===== src/rtl/core/note_onset_offset_tracker_top_defines.svh =====
// Assertion macros shared by the note tracker RTL.
// Every property is sampled on the rising edge of clk_i and is switched off while rst_ni is low.
`ifndef NOTE_ONSET_OFFSET_TRACKER_TOP_DEFINES_SVH
`define NOTE_ONSET_OFFSET_TRACKER_TOP_DEFINES_SVH

// The consequent must hold in the same cycle as the antecedent.
`define NOOT_ASSERT_IMP(label, ante, cons, msg) \
  label: assert property (@(posedge clk_i) disable iff (!rst_ni) (ante) |-> (cons)) \
    else $error(msg);

// The consequent must hold in the cycle after the antecedent.
`define NOOT_ASSERT_NXT(label, ante, cons, msg) \
  label: assert property (@(posedge clk_i) disable iff (!rst_ni) (ante) |=> (cons)) \
    else $error(msg);

`endif


===== src/rtl/core/noot_ram.sv =====
`timescale 1ns / 1ps

module noot_ram #(
  parameter int Width = 32,
  parameter int Depth = 64
) (
  input  logic                                      clk_i,
  input  logic                                      we_i,
  input  logic [((Depth > 1) ? $clog2(Depth) : 1)-1:0] waddr_i,
  input  logic [Width-1:0]                          wdata_i,
  input  logic                                      re_i,
  input  logic [((Depth > 1) ? $clog2(Depth) : 1)-1:0] raddr_i,
  output logic [Width-1:0]                          rdata_o
);

  logic [Width-1:0] mem_q [Depth];
  logic [Width-1:0] rdata_q;

  // One write port.
  always_ff @(posedge clk_i) begin
    if (we_i) begin
      mem_q[waddr_i] <= wdata_i;
    end
  end

  // Registered read port; the data holds while no read is issued.
  always_ff @(posedge clk_i) begin
    if (re_i) begin
      rdata_q <= mem_q[raddr_i];
    end
  end

  assign rdata_o = rdata_q;

endmodule


===== config.mk =====
export PLATFORM = sky130hd
export DESIGN_NAME = noot_ram
export DESIGN_NICKNAME = d
export VERILOG_FILES = /design/src/rtl/core/note_onset_offset_tracker_top_defines.svh /design/src/rtl/core/noot_ram.sv
export SDC_FILE = /design/constraint.sdc
export NUM_CORES = 2
export LEC_CHECK = 0
export BUFFER_PORTS_ARGS = -buffer_cell sky130_fd_sc_hd__buf_2
export CORE_UTILIZATION = 40
export CTS_BUF_LIST = sky130_fd_sc_hd__clkbuf_16
export DETAILED_ROUTE_END_ITERATION = 7
export PLACE_DENSITY_LB_ADDON = 0.08
export RECOVER_POWER = 25
export SLEW_MARGIN = 20
export SYNTH_ARGS = -nofsm -noshare
export SYNTH_HDL_FRONTEND = slang
export SYNTH_SLANG_ARGS = --single-unit
export TNS_END_PERCENT = 1

===== constraint.sdc =====
create_clock -name clk_i -period 3.8 [get_ports clk_i]
set_input_delay 0.76 -clock clk_i [delete_from_list [all_inputs] [get_ports clk_i]]
set_output_delay 0.76 -clock clk_i [all_outputs]
set_load 0.01 [all_outputs]

* Yosys cells after proc, flatten, opt, wreduce, memory -nomap -nowiden
Memory sizes are Yosys's and may differ from the RTL's. A register that Yosys moved wholly into a read port is not among the register bits. Index checks and enable logic that the tools add are counted.
Word-level totals: bits in registers 0, bits in writable memories 2048, input port bits 47, output and inout bits 32, word-level logic and storage cells 3, memories 1
Memories:
- mem_q | depth 64, bits a word 32, read ports 1, clocked after memory_dff 1, wr ports 1, RTL line noot_ram.sv:16 | logic [Width-1:0] mem_q [Depth];
Operators by class: muxes and demuxes 2
Operators with widths (count):
- 2-to-1 mux 1 bit | 2

* Depth between registers and ports, before layout
word-level depth 2, depth in mapped cells 10, gate-level depth less buffers 5

* Worst setup path before layout
OpenSTA, ideal clock, no wires.
path kind input port to flip-flop, from input port waddr_i[3] (netlist bit), to memory mem_q[48][0], enable pin, setup time 0.461 ns, arrival 3.459 ns, data required time 3.339 ns, slack -0.120 ns, cell stages on the path 4, buffers on the path 1, cell sequence clkbuf_1 nor2b_1 nand4b_1 nor3_1
RTL lines:
- start, declared | RTL line noot_ram.sv:9 | input logic [((Depth > 1) ? $clog2(Depth) : 1)-1:0] waddr_i,
- end, declared | RTL line noot_ram.sv:16
Straight into the memory's write port.

==> impl_metrics.ini <==
[global_route]
grt_max_degree = 65
grt.total_usage_pct = 23.2
grt_pass1_wl_mm = 314
grt-ovfl-total = 0
grt_pass1_vias = 39000
antenna_found_initial = 24

[setup_path]
reg2reg_from = mem_q[53][26]$_DFFE_PP_
worstSetupEndpointType = register
arrival_ns = 3.67
critPathKind = primary input to register
critPathLaunchType = primary input
timing.rr.end = rdata_o[26]$_DFFE_PP_
crit_fanout = 24
ff2ff_path_depth = 4
critPathRequiredTime_ns = 4.37
reg2reg_slack_ns = 1.17

[final_layout]
num-fill-cells = 16000
final_common_cell = edfxtp_1
instances_no_fill = 6545
layout.nets = 3769
final_cell_mix = edfxtp_1, mux4_2, clkbuf_16
drive_above_1_share_pct = 31.8
areaGrowthSynthToFinish_pct = 16.7
design_area_um2 = 92000
final_core_util_pct = 47.1

[placed_design]
dp_hpwl_mm = 134
placed_cells = 6128
port_buffers = 78
place_congestion = 0.806
post_dp_cell_area_um2 = 85300

[route]
num_vias = 37400
antenna_left = 0
avgRoutedWirePerCell_um = 34.9
drtIter0Drc = 3999
drc = 0
drt_wl_total_mm = 229
drtPass1Iterations = 5
viasPerCell = 5.72

[floorplanning]
dieArea_um2 = 199000
ios = 79
initial_core_util_pct = 40.3
die_w_um = 446
num_rows = 162
die_h_um = 446
core_region_area_um2 = 195000

[pwr]
combPwrFrac_pct = 5.5
power.density_nw_per_um2 = 527
swShare_pct = 21.7
sequentialPowerShare_pct = 52.8
p_leak_nw = 28.8
irDropWorstVdd_mv = 0.417
intPower_w = 0.0379
clockPowerShare_pct = 41.7
power_switching_w = 0.0105

[yosys]
synth-seq-cells = 2080
yosysWarnings = 0
avgSynthCellArea_um2 = 23.7
synth_fp_nets = 3371
synth_cells = 3324
synth_area_um2 = 78800
yosys.cell_types.count = 33
ys_seq_area_share_pct = 79.2

[clock_network]
cts.sinks = 2080
cts.repair.resized = 0
cts_root_buf = clkbuf_16
numCtsBuffers = 215
h-tree-depth = 4
clock_path_buffers = 3
post_cts_buffers = 0
cts_tree = done
clk_latency_ns = 0.87
path_clk_slew_ns = 0.06
cts_hold_buffers = 0

[timing]
finalCriticalPeriod_ns = 3.10
finalCritPeriodShare_pct = 81.5
fin_skew_ns = 0.0330
fmax_ghz = 0.323
hold_violations = 0
tightestPinTransition_ns = 3.19
maxSlewViolCount = 980
finalSetupViolCount = 0
rsz0062_at_grt = no
relSlewSlack_pct = -113

[worst_hold_path]
holdPathStages = 1
min_to = mem_q[61][20]$_DFFE_PP_
min_from = wdata_i[20]
hold_path.class = primary input to register

[status]
status = finished, violations left
violations = max-capacitance violations, max-slew violations

[run]
timing.max_cap.violations = 25
## metal layers
layer	share of wire, %	global-route usage (%)
met1	41	31.2
met4	2.7	6.42
met5	0	0
met3	5.2	2.99
met2	51	39.7
## worst max path at each step
stage,start,to,slack (ns),depth (start not counted)
CTS,raddr_i[0],rdata_o[21]$_DFFE_PP_,0.77,7
global route,raddr_i[0],rdata_o[21]$_DFFE_PP_,0.71,7
detailed placement,raddr_i[0],rdata_o[21]$_DFFE_PP_,-0.14,7
floorplan,waddr_i[3],mem_q[49][0]$_DFFE_PP_,-0.11,4
finish,raddr_i[0],rdata_o[21]$_DFFE_PP_,0.70,7
global placement,raddr_i[0],rdata_o[21]$_DFFE_PP_,-0.13,7
## Yosys cell counts (all sizes together)
cell | instances | area [um2]
a22oi | 12 | 90.1
nand2 | 26 | 97.6
mux2i | 93 | 931
and2 | 2 | 12.5
buf | 108 | 608
or2 | 3 | 18.8
nand2b | 8 | 50.1
o32ai | 4 | 35.0
or3 | 3 | 18.8
edfxtp | 2080 | 62500
mux4 | 544 | 12300
a41o | 4 | 40.0
a31oi | 1 | 6.26
nand3b | 5 | 37.5
o22ai | 84 | 526
o221ai | 27 | 236
and3 | 4 | 25.0
a311oi | 8 | 70.1
a21oi | 62 | 310
nor3 | 7 | 35.0
nor2 | 137 | 514
or3b | 5 | 43.8
nor2b | 15 | 93.8
nand4b | 1 | 8.76
nand4 | 2 | 12.5
clkbuf | 74 | 278
nand3 | 5 | 25.0
## logic make-up (layout without fill, tap and decap cells)
| logic type | count (synthesis) | after routing | synth area share [%] |
|---|---|---|---|
| flops | 2080 | 2080 | 79.2 |
| mux | 637 | 637 | 16.7 |
| simple gates | 223 | 223 | 1.26 |
| compound gates | 202 | 202 | 1.67 |
| buf+inv | 182 | 763 | 1.12 |
| other cells | 0 | 16 | 0 |
## layout make-up
class / count / area, um2 / area share [%]
clock buffers: 220 / 5510 / 5.99
repair buffers: 363 / 3470 / 3.77
multi-input cells: 1062 / 16000 / 17.4
well taps: 2624 / 3280 / 3.57
diodes: 16 / 40.0 / 0.0435
flip-flops and latches: 2080 / 62500 / 67.9
clock inverters: 180 / 1230 / 1.34
## per-stage QoR
| step | setup WS, ns | total power (W) | setup TNS (ns) | hold slack (ns) |
|---|---|---|---|---|
| floorplan | -0.113 | 0.0272 | -3.62 | 0.750 |
| global placement | -0.127 | 0.0287 | -0.201 | 0.938 |
| detailed placement | -0.140 | 0.0288 | -0.206 | 0.924 |
| CTS | 0.774 | 0.0489 | 0 | 0.326 |
| global route | 0.707 | 0.0498 | 0 | 0.505 |
| finish | 0.702 | 0.0484 | 0 | 0.507 |
## worst max-delay path, stage by stage
cell and delay [ns]:
buf_8 0.30, buf_12 0.33, buf_4 0.32, mux4_2 0.53, mux4_2 0.50, o22ai_1 0.73
nor2_1 0.12
## registers in the layout (all words and copies together) (netlist names)
signal   count
mem_q     2048
rdata_o     32
## power groups by stage
stage	Combinational (W)	Clock, W	Sequential [W]
floorplan	0.00124	0	0.0260
global placement	0.00266	0	0.0260
detailed placement	0.00272	0	0.0261
CTS	0.00272	0.0206	0.0256
global route	0.00279	0.0214	0.0256
finish	0.00265	0.0202	0.0256
No activity file was read; power rests on OpenSTA's default activity.
