--- config.mk ---
export PLATFORM = sky130hd
export DESIGN_NAME = noot_cfg
export DESIGN_NICKNAME = d
export VERILOG_FILES = /design/src/rtl/core/note_onset_offset_tracker_top_defines.svh /design/src/rtl/core/noot_pkg.sv /design/src/rtl/core/noot_cfg.sv
export SDC_FILE = /design/constraint.sdc
export NUM_CORES = 1
export LEC_CHECK = 0
export ABC_CLOCK_PERIOD_IN_PS = 1170
export CAP_MARGIN = 20
export CORE_MARGIN = 1
export CORE_UTILIZATION = 25
export DETAILED_ROUTE_END_ITERATION = 8
export DONT_BUFFER_PORTS = 1
export GPL_ROUTABILITY_DRIVEN = 0
export HOLD_SLACK_MARGIN = 0.06
export PLACE_DENSITY = 0.49
export SETUP_SLACK_MARGIN = 0.1
export SYNTH_ARGS = -nofsm -noshare
export SYNTH_HDL_FRONTEND = slang
export SYNTH_SLANG_ARGS = --single-unit
--- constraint.sdc ---
create_clock -name clk_i -period 1.17 [get_ports clk_i]
set_input_delay 0.1755 -clock clk_i [delete_from_list [all_inputs] [get_ports clk_i]]
set_output_delay 0.1755 -clock clk_i [all_outputs]
set_load 0.02 [all_outputs]
--- src/rtl/core/note_onset_offset_tracker_top_defines.svh ---
// Assertion macros shared by the note tracker RTL.
// Every property is sampled on the rising edge of clk_i and is switched off while rst_ni is low.
`ifndef NOTE_ONSET_OFFSET_TRACKER_TOP_DEFINES_SVH
`define NOTE_ONSET_OFFSET_TRACKER_TOP_DEFINES_SVH

// The consequent must hold in the same cycle as the antecedent.
`define NOOT_ASSERT_IMP(label, ante, cons, msg) \
  label: assert property (@(posedge clk_i) disable iff (!rst_ni) (ante) |-> (cons)) \
    else $error(msg);

// The consequent must hold in the cycle after the antecedent.
`define NOOT_ASSERT_NXT(label, ante, cons, msg) \
  label: assert property (@(posedge clk_i) disable iff (!rst_ni) (ante) |=> (cons)) \
    else $error(msg);

`endif

--- src/rtl/core/noot_pkg.sv ---
`timescale 1ns / 1ps

package noot_pkg;

  // Field widths of the beats.
  localparam int TimeW    = 32;
  localparam int CfgAddrW = 4;
  localparam int CfgDataW = 32;

  // Operation codes of an input beat.
  typedef enum logic [1:0] {
    OpEvidence = 2'd0,
    OpTurnOn   = 2'd1,
    OpTurnOff  = 2'd2
  } op_e;

  // Register indexes on the configuration port.
  typedef enum logic [1:0] {
    RegFirstMidi   = 2'd0,
    RegSlotsInUse  = 2'd1,
    RegMaxGap      = 2'd2,
    RegMinDuration = 2'd3
  } cfg_reg_e;

  // Reset values of the configuration registers.
  localparam logic [6:0]       FirstMidiRst   = 7'd21;
  localparam logic [6:0]       SlotsInUseRst  = 7'd64;
  localparam logic [TimeW-1:0] MaxGapRst      = 32'd4;
  localparam logic [TimeW-1:0] MinDurationRst = 32'd2;

  typedef struct packed {
    logic [1:0]       operation;
    logic [5:0]       slot_index;
    logic [TimeW-1:0] current_time;
    logic [TimeW-1:0] onset_candidate_time;
  } in_item_t;

  typedef struct packed {
    logic [7:0]       key_number;
    logic [TimeW-1:0] note_start;
    logic [TimeW-1:0] note_end;
    logic [6:0]       polyphony_after;
    logic             last;
  } out_item_t;

  // Configuration as seen by the tracking logic.
  typedef struct packed {
    logic [6:0]       first_midi_note;
    logic [6:0]       slots_in_use;
    logic [TimeW-1:0] max_gap;
    logic [TimeW-1:0] min_duration;
  } cfg_t;

endpackage

--- src/rtl/core/noot_cfg.sv ---
`timescale 1ns / 1ps

module noot_cfg (
  input  logic                          clk_i,
  input  logic                          rst_ni,
  input  logic                          psel,
  input  logic                          penable,
  input  logic                          pwrite,
  input  logic [noot_pkg::CfgAddrW-1:0] paddr,
  input  logic [noot_pkg::CfgDataW-1:0] pwdata,
  output logic [noot_pkg::CfgDataW-1:0] prdata,
  output logic                          pready,
  output noot_pkg::cfg_t                cfg_o
);

  import noot_pkg::*;

  cfg_t     cfg_q;
  cfg_t     cfg_d;
  cfg_reg_e sel;
  logic     wr_en;

  assign pready = 1'b1;
  assign sel    = cfg_reg_e'(paddr[3:2]);
  assign wr_en  = psel && penable && pwrite && pready;

  // Register writes.
  always_comb begin
    cfg_d = cfg_q;
    if (wr_en) begin
      case (sel)
        RegFirstMidi:   cfg_d.first_midi_note = pwdata[6:0];
        RegSlotsInUse:  cfg_d.slots_in_use    = pwdata[6:0];
        RegMaxGap:      cfg_d.max_gap         = pwdata[TimeW-1:0];
        RegMinDuration: cfg_d.min_duration    = pwdata[TimeW-1:0];
        default: ;
      endcase
    end
  end

  always_ff @(posedge clk_i or negedge rst_ni) begin
    if (!rst_ni) begin
      cfg_q.first_midi_note <= FirstMidiRst;
      cfg_q.slots_in_use    <= SlotsInUseRst;
      cfg_q.max_gap         <= MaxGapRst;
      cfg_q.min_duration    <= MinDurationRst;
    end else begin
      cfg_q <= cfg_d;
    end
  end

  // Read-back.
  always_comb begin
    case (sel)
      RegFirstMidi:   prdata = CfgDataW'(cfg_q.first_midi_note);
      RegSlotsInUse:  prdata = CfgDataW'(cfg_q.slots_in_use);
      RegMaxGap:      prdata = CfgDataW'(cfg_q.max_gap);
      RegMinDuration: prdata = CfgDataW'(cfg_q.min_duration);
      default:        prdata = '0;
    endcase
  end

  assign cfg_o = cfg_q;

endmodule

======== Yosys cells after proc, flatten, opt, wreduce, memory -nomap -nowiden ========
Index checks and enable logic that the tools add are counted.
word-level totals
  bits in registers ....................... 78
  output and inout bits ................... 111
  word-level logic and storage cells ...... 15
operators by class
  equal/unequal tests ..................... 3
  mux-type cells .......................... 1
  reduce and logical (&&, ||, !) cells .... 7
operators with widths
  kind                number
  $pmux 32 s4         1
  $reduce_and 2->1    4
  $eq 2x2->1 const B  2
  $eq 2x1->1 const B  1
  $logic_and 1x1->1   2
  $logic_not 2->1     1

======== Longest topological paths before layout ========
  word-level depth ........................ 3
  gate-level depth with buffers ........... 5
  gate-level depth less buffers ........... 3

======== Least setup slack after synthesis ========
Ideal clock, no wire load.
  path type ............................... input to output
  from .................................... input paddr[2] (netlist name)
  to ...................................... output prdata[0] (netlist name)
  data arrival time ....................... 1.080 ns
  required time ........................... 0.995 ns
  path slack .............................. -0.086 ns
  stages .................................. 3
  path through ............................ buf_4 -> buf_6 -> mux4_2
between the ends
  longest elaborated chain between the ends .. 2
  elaborated cells between the ends (all ways) .. 5
  classes of those cells .................. eq/ne (3); mux (1); reduce/logical (1)
ends and longest elaborated chain
  what                                      line            source
  start, declared                           noot_cfg.sv:9   input logic [noot_pkg::CfgAddrW-1:0] paddr,
  $eq 2x2->1, or another cell as far along  noot_cfg.sv:54  case (sel)
  $pmux 32 s4 (*)                           noot_cfg.sv:54
  end, declared                             noot_cfg.sv:11  output logic [noot_pkg::CfgDataW-1:0] prdata,
Every way passes the cells marked *; elsewhere a longest branch is shown, timed or not.

======== Worst setup path in the final report ========
  from .................................... register cfg_q (netlist bit cfg_o[4])
  to ...................................... output prdata[4] (netlist name)
between the ends
  longest elaborated chain between the ends .. 1
ends and longest elaborated chain
  what                    line            source
  start, declared         noot_cfg.sv:18  cfg_t cfg_q;
  start signal, assigned  noot_cfg.sv:48  cfg_q <= cfg_d;
  $pmux 32 s4             noot_cfg.sv:54
No other way between the ends.

==> impl_results.md <==
* Outcome: finished with violations
* Failing checks: negative hold slack, negative setup slack
* GRT Total Usage at 0.130
* Yosys reg bits at 78
* Lkg Pwr at 2.81 nW
* Data required time of the worst path at 990 ps
* DIE AREA at 15200 sq um
* Final Non-Filler Cells at 594
* Sequential-to-total area share from yosys stat at 0.532
* Buffer and inverter count on the worst path at 0
* Maximum fanout along the worst path at 2
* First-pass GRT wire length at 14700 microns
* Dpl cell area at 4620 sq um
* DRC viols at 0
* Pin count of the biggest net entering global routing at 79
* Via/cell ratio at 4.35
* Antenna violations before repair at 0
* DPL Wire Length at 5880 microns
* CTS tree: built
* Fillers at 1330
* RSZ-0062 raised after global routing: yes
* Critical path class: reg2out
* Root buf cell: clkbuf_16
* First-pass detailed-route iteration total at 4
* Placed insts at 492
* Max FFs per register at 78
* Yosys warns at 0
* Post-Route WL at 9910 microns
* Layout Skew at 0 ps
* Vias at 2581
* Hold Slack at -472 ps
* Design Power at 0.0118 W
* Final Hold Viols at 78
* Max clock buf depth at 2
* Post-route setup slack at -309 ps
* Setup TNS at -3780 ps
* Final min period at 1480 ps
* Share of layout cells above drive strength 1 at 0.673
* I/O pin count at 152
* Post-Synthesis Cells at 235
* Mapped Nets at 276
* Synth Area in Adders at 0
* Final Setup Violations at 36
* Worst EP arrival at 1300 ps
* Largest family of logic cells by synthesized area: multiplexers
* DRT iter0 DRCs at 57
* CTS Buf Count at 9
* Chip Height at 123 microns
* NumNets Final at 446
* Post-CTS Hold Buffers at 32
* VDD IR max at 0.00108 V
* Core area at 14500 sq um
* Cell area after layout at 6110 sq um
* TritonCTS Sinks at 78
* Synth Area in Simple Gates at 0.0574
* Startpoint Class: flip-flop
* Mapped cell area at 3690 sq um
* CP endpoint kind: output pin
* Layout area overhead at 65.9%
* Mean Syn Cell Area at 15.7 sq um
* Slew Limit Fails at 0
* Vias in the first global route at 2756
* H-tree levels at 3
* Crit share post-route at 1.26
* Antenna diodes at 0
* Post-synthesis compound-gate area fraction at 0
* Power per cell area at 1930 nW/um^2
* XOR/XNOR Fraction of Synth Area at 0
* Core Rows at 44
* DR WL/cell at 16.7 microns
* Initial Utilization at 0.255
* Mux cell area share after synthesis at 0.379
* Routed Antenna Nets at 0
* Clk slew on worst S/H paths at 60 ps
* Max-cap violations at 0
* Distinct cells, synth at 19
* Clk_lat worst skew at 340 ps
* Max Freq at 0.676 GHz
* Slowest stage cell, crit path: mux4_2
* Gr ovfl total at 0
* PortBufs at 0
* Worst path cell trace: mux4_2
* Crit-path leading delay family: multiplexers
* Worst min path class: in2async
* Critical path's largest stage delay at 560 ps
* Width of the die at 123 microns
[kinds of logic (layout without fill, tap and decap cells)]
group / Yosys count / after routing
buffers and inverters: 16 / 191
DFF: 78 / 78
muxes: 110 / 110
other: 1 / 1
and+or+nand+nor: 30 / 30
[path summary, 6_finish.rpt]
kind,from,end,slack [ps],depth (start not counted)
max,cfg_o[4],prdata[4],-310,1
min,rst_ni,cfg_o[6],-470,0
max reg2reg,cfg_o[64],cfg_o[64],160,3
min reg2reg,cfg_o[59],cfg_o[59],570,1
max in group asynchronous,rst_ni,cfg_o[1],1440,0
min in group clk_i,paddr[3],cfg_o[76],220,3
[per-layer routing]
layer	vias to the layer above	global-route usage	wire length, microns
met5	-	0	0
met4	0	0.0520	146
met3	10	0.0475	763
met2	95	0.212	4750
met1	1295	0.155	4250
li1	1181	-	-
[layout make-up]
class / instances / area, sq um / area share
repair buffers: 175 / 1900 / 0.311
well taps: 184 / 230 / 0.0377
clock buffers: 11 / 233 / 0.0381
flip-flops and latches: 78 / 1970 / 0.322
multi-input cells: 141 / 1700 / 0.278
clock inverters: 5 / 83.8 / 0.0137
[cell usage in the layout, fill, tap and decap left out, types with 2 or more instances in the layout]
master and instances:
bufinv_16 2, mux2_2 39, clkinvlp_4 2, nor2b_2 19, nor2b_1 5, dlygate4sd3_1 32
dfrtp_1 66, buf_6 119, mux2_4 35, buf_4 19, mux2i_1 24, mux4_2 7
mux2_1 4, dfrtp_2 6, clkbuf_16 9, dfstp_2 6, clkbuf_1 2, buf_12 5
[repair_timing]
| item | in CTS | in global routing |
|---|---|---|
| cloned | 0 | 0 |
| buffers inserted | 44 | 13 |
| endpoints found under the hold margin | 156 | 78 |
| resized for setup | 111 | 14 |
| endpoints found under the setup margin | 106 | 109 |
[stage by stage]
step                 util  setup WS [ps]  hold slack, ps
floorplan               -          -43.8            -120
global placement    0.319           -122            -118
detailed placement  0.319           -130            -118
CTS                 0.414           -328            -496
global route        0.422           -342            -497
finish              0.422           -309            -472
[power breakdown]
group | total [W] | switching [W] | leakage [nW] | internal [W]
clock network | 0.00299 | 0.00111 | 0.146 | 0.00187
logic | 0.00495 | 0.00208 | 1.72 | 0.00287
registers | 0.00386 | 0.000481 | 0.939 | 0.00338
[synthesized netlist by cell type (all sizes together)]
cell type  count  share of area
conb           1         0.0010
and3           1         0.0031
nand3          1         0.0014
clkbuf         2         0.0020
dfstp          6          0.043
nand3b         1         0.0031
mux4           7          0.043
mux2i         25          0.068
nor3b          1         0.0051
mux2          78           0.27
buf           14          0.029
dfrtp         72           0.49
and3b          1         0.0024
nor2b         25          0.042
(Power assumes the default switching activity.)
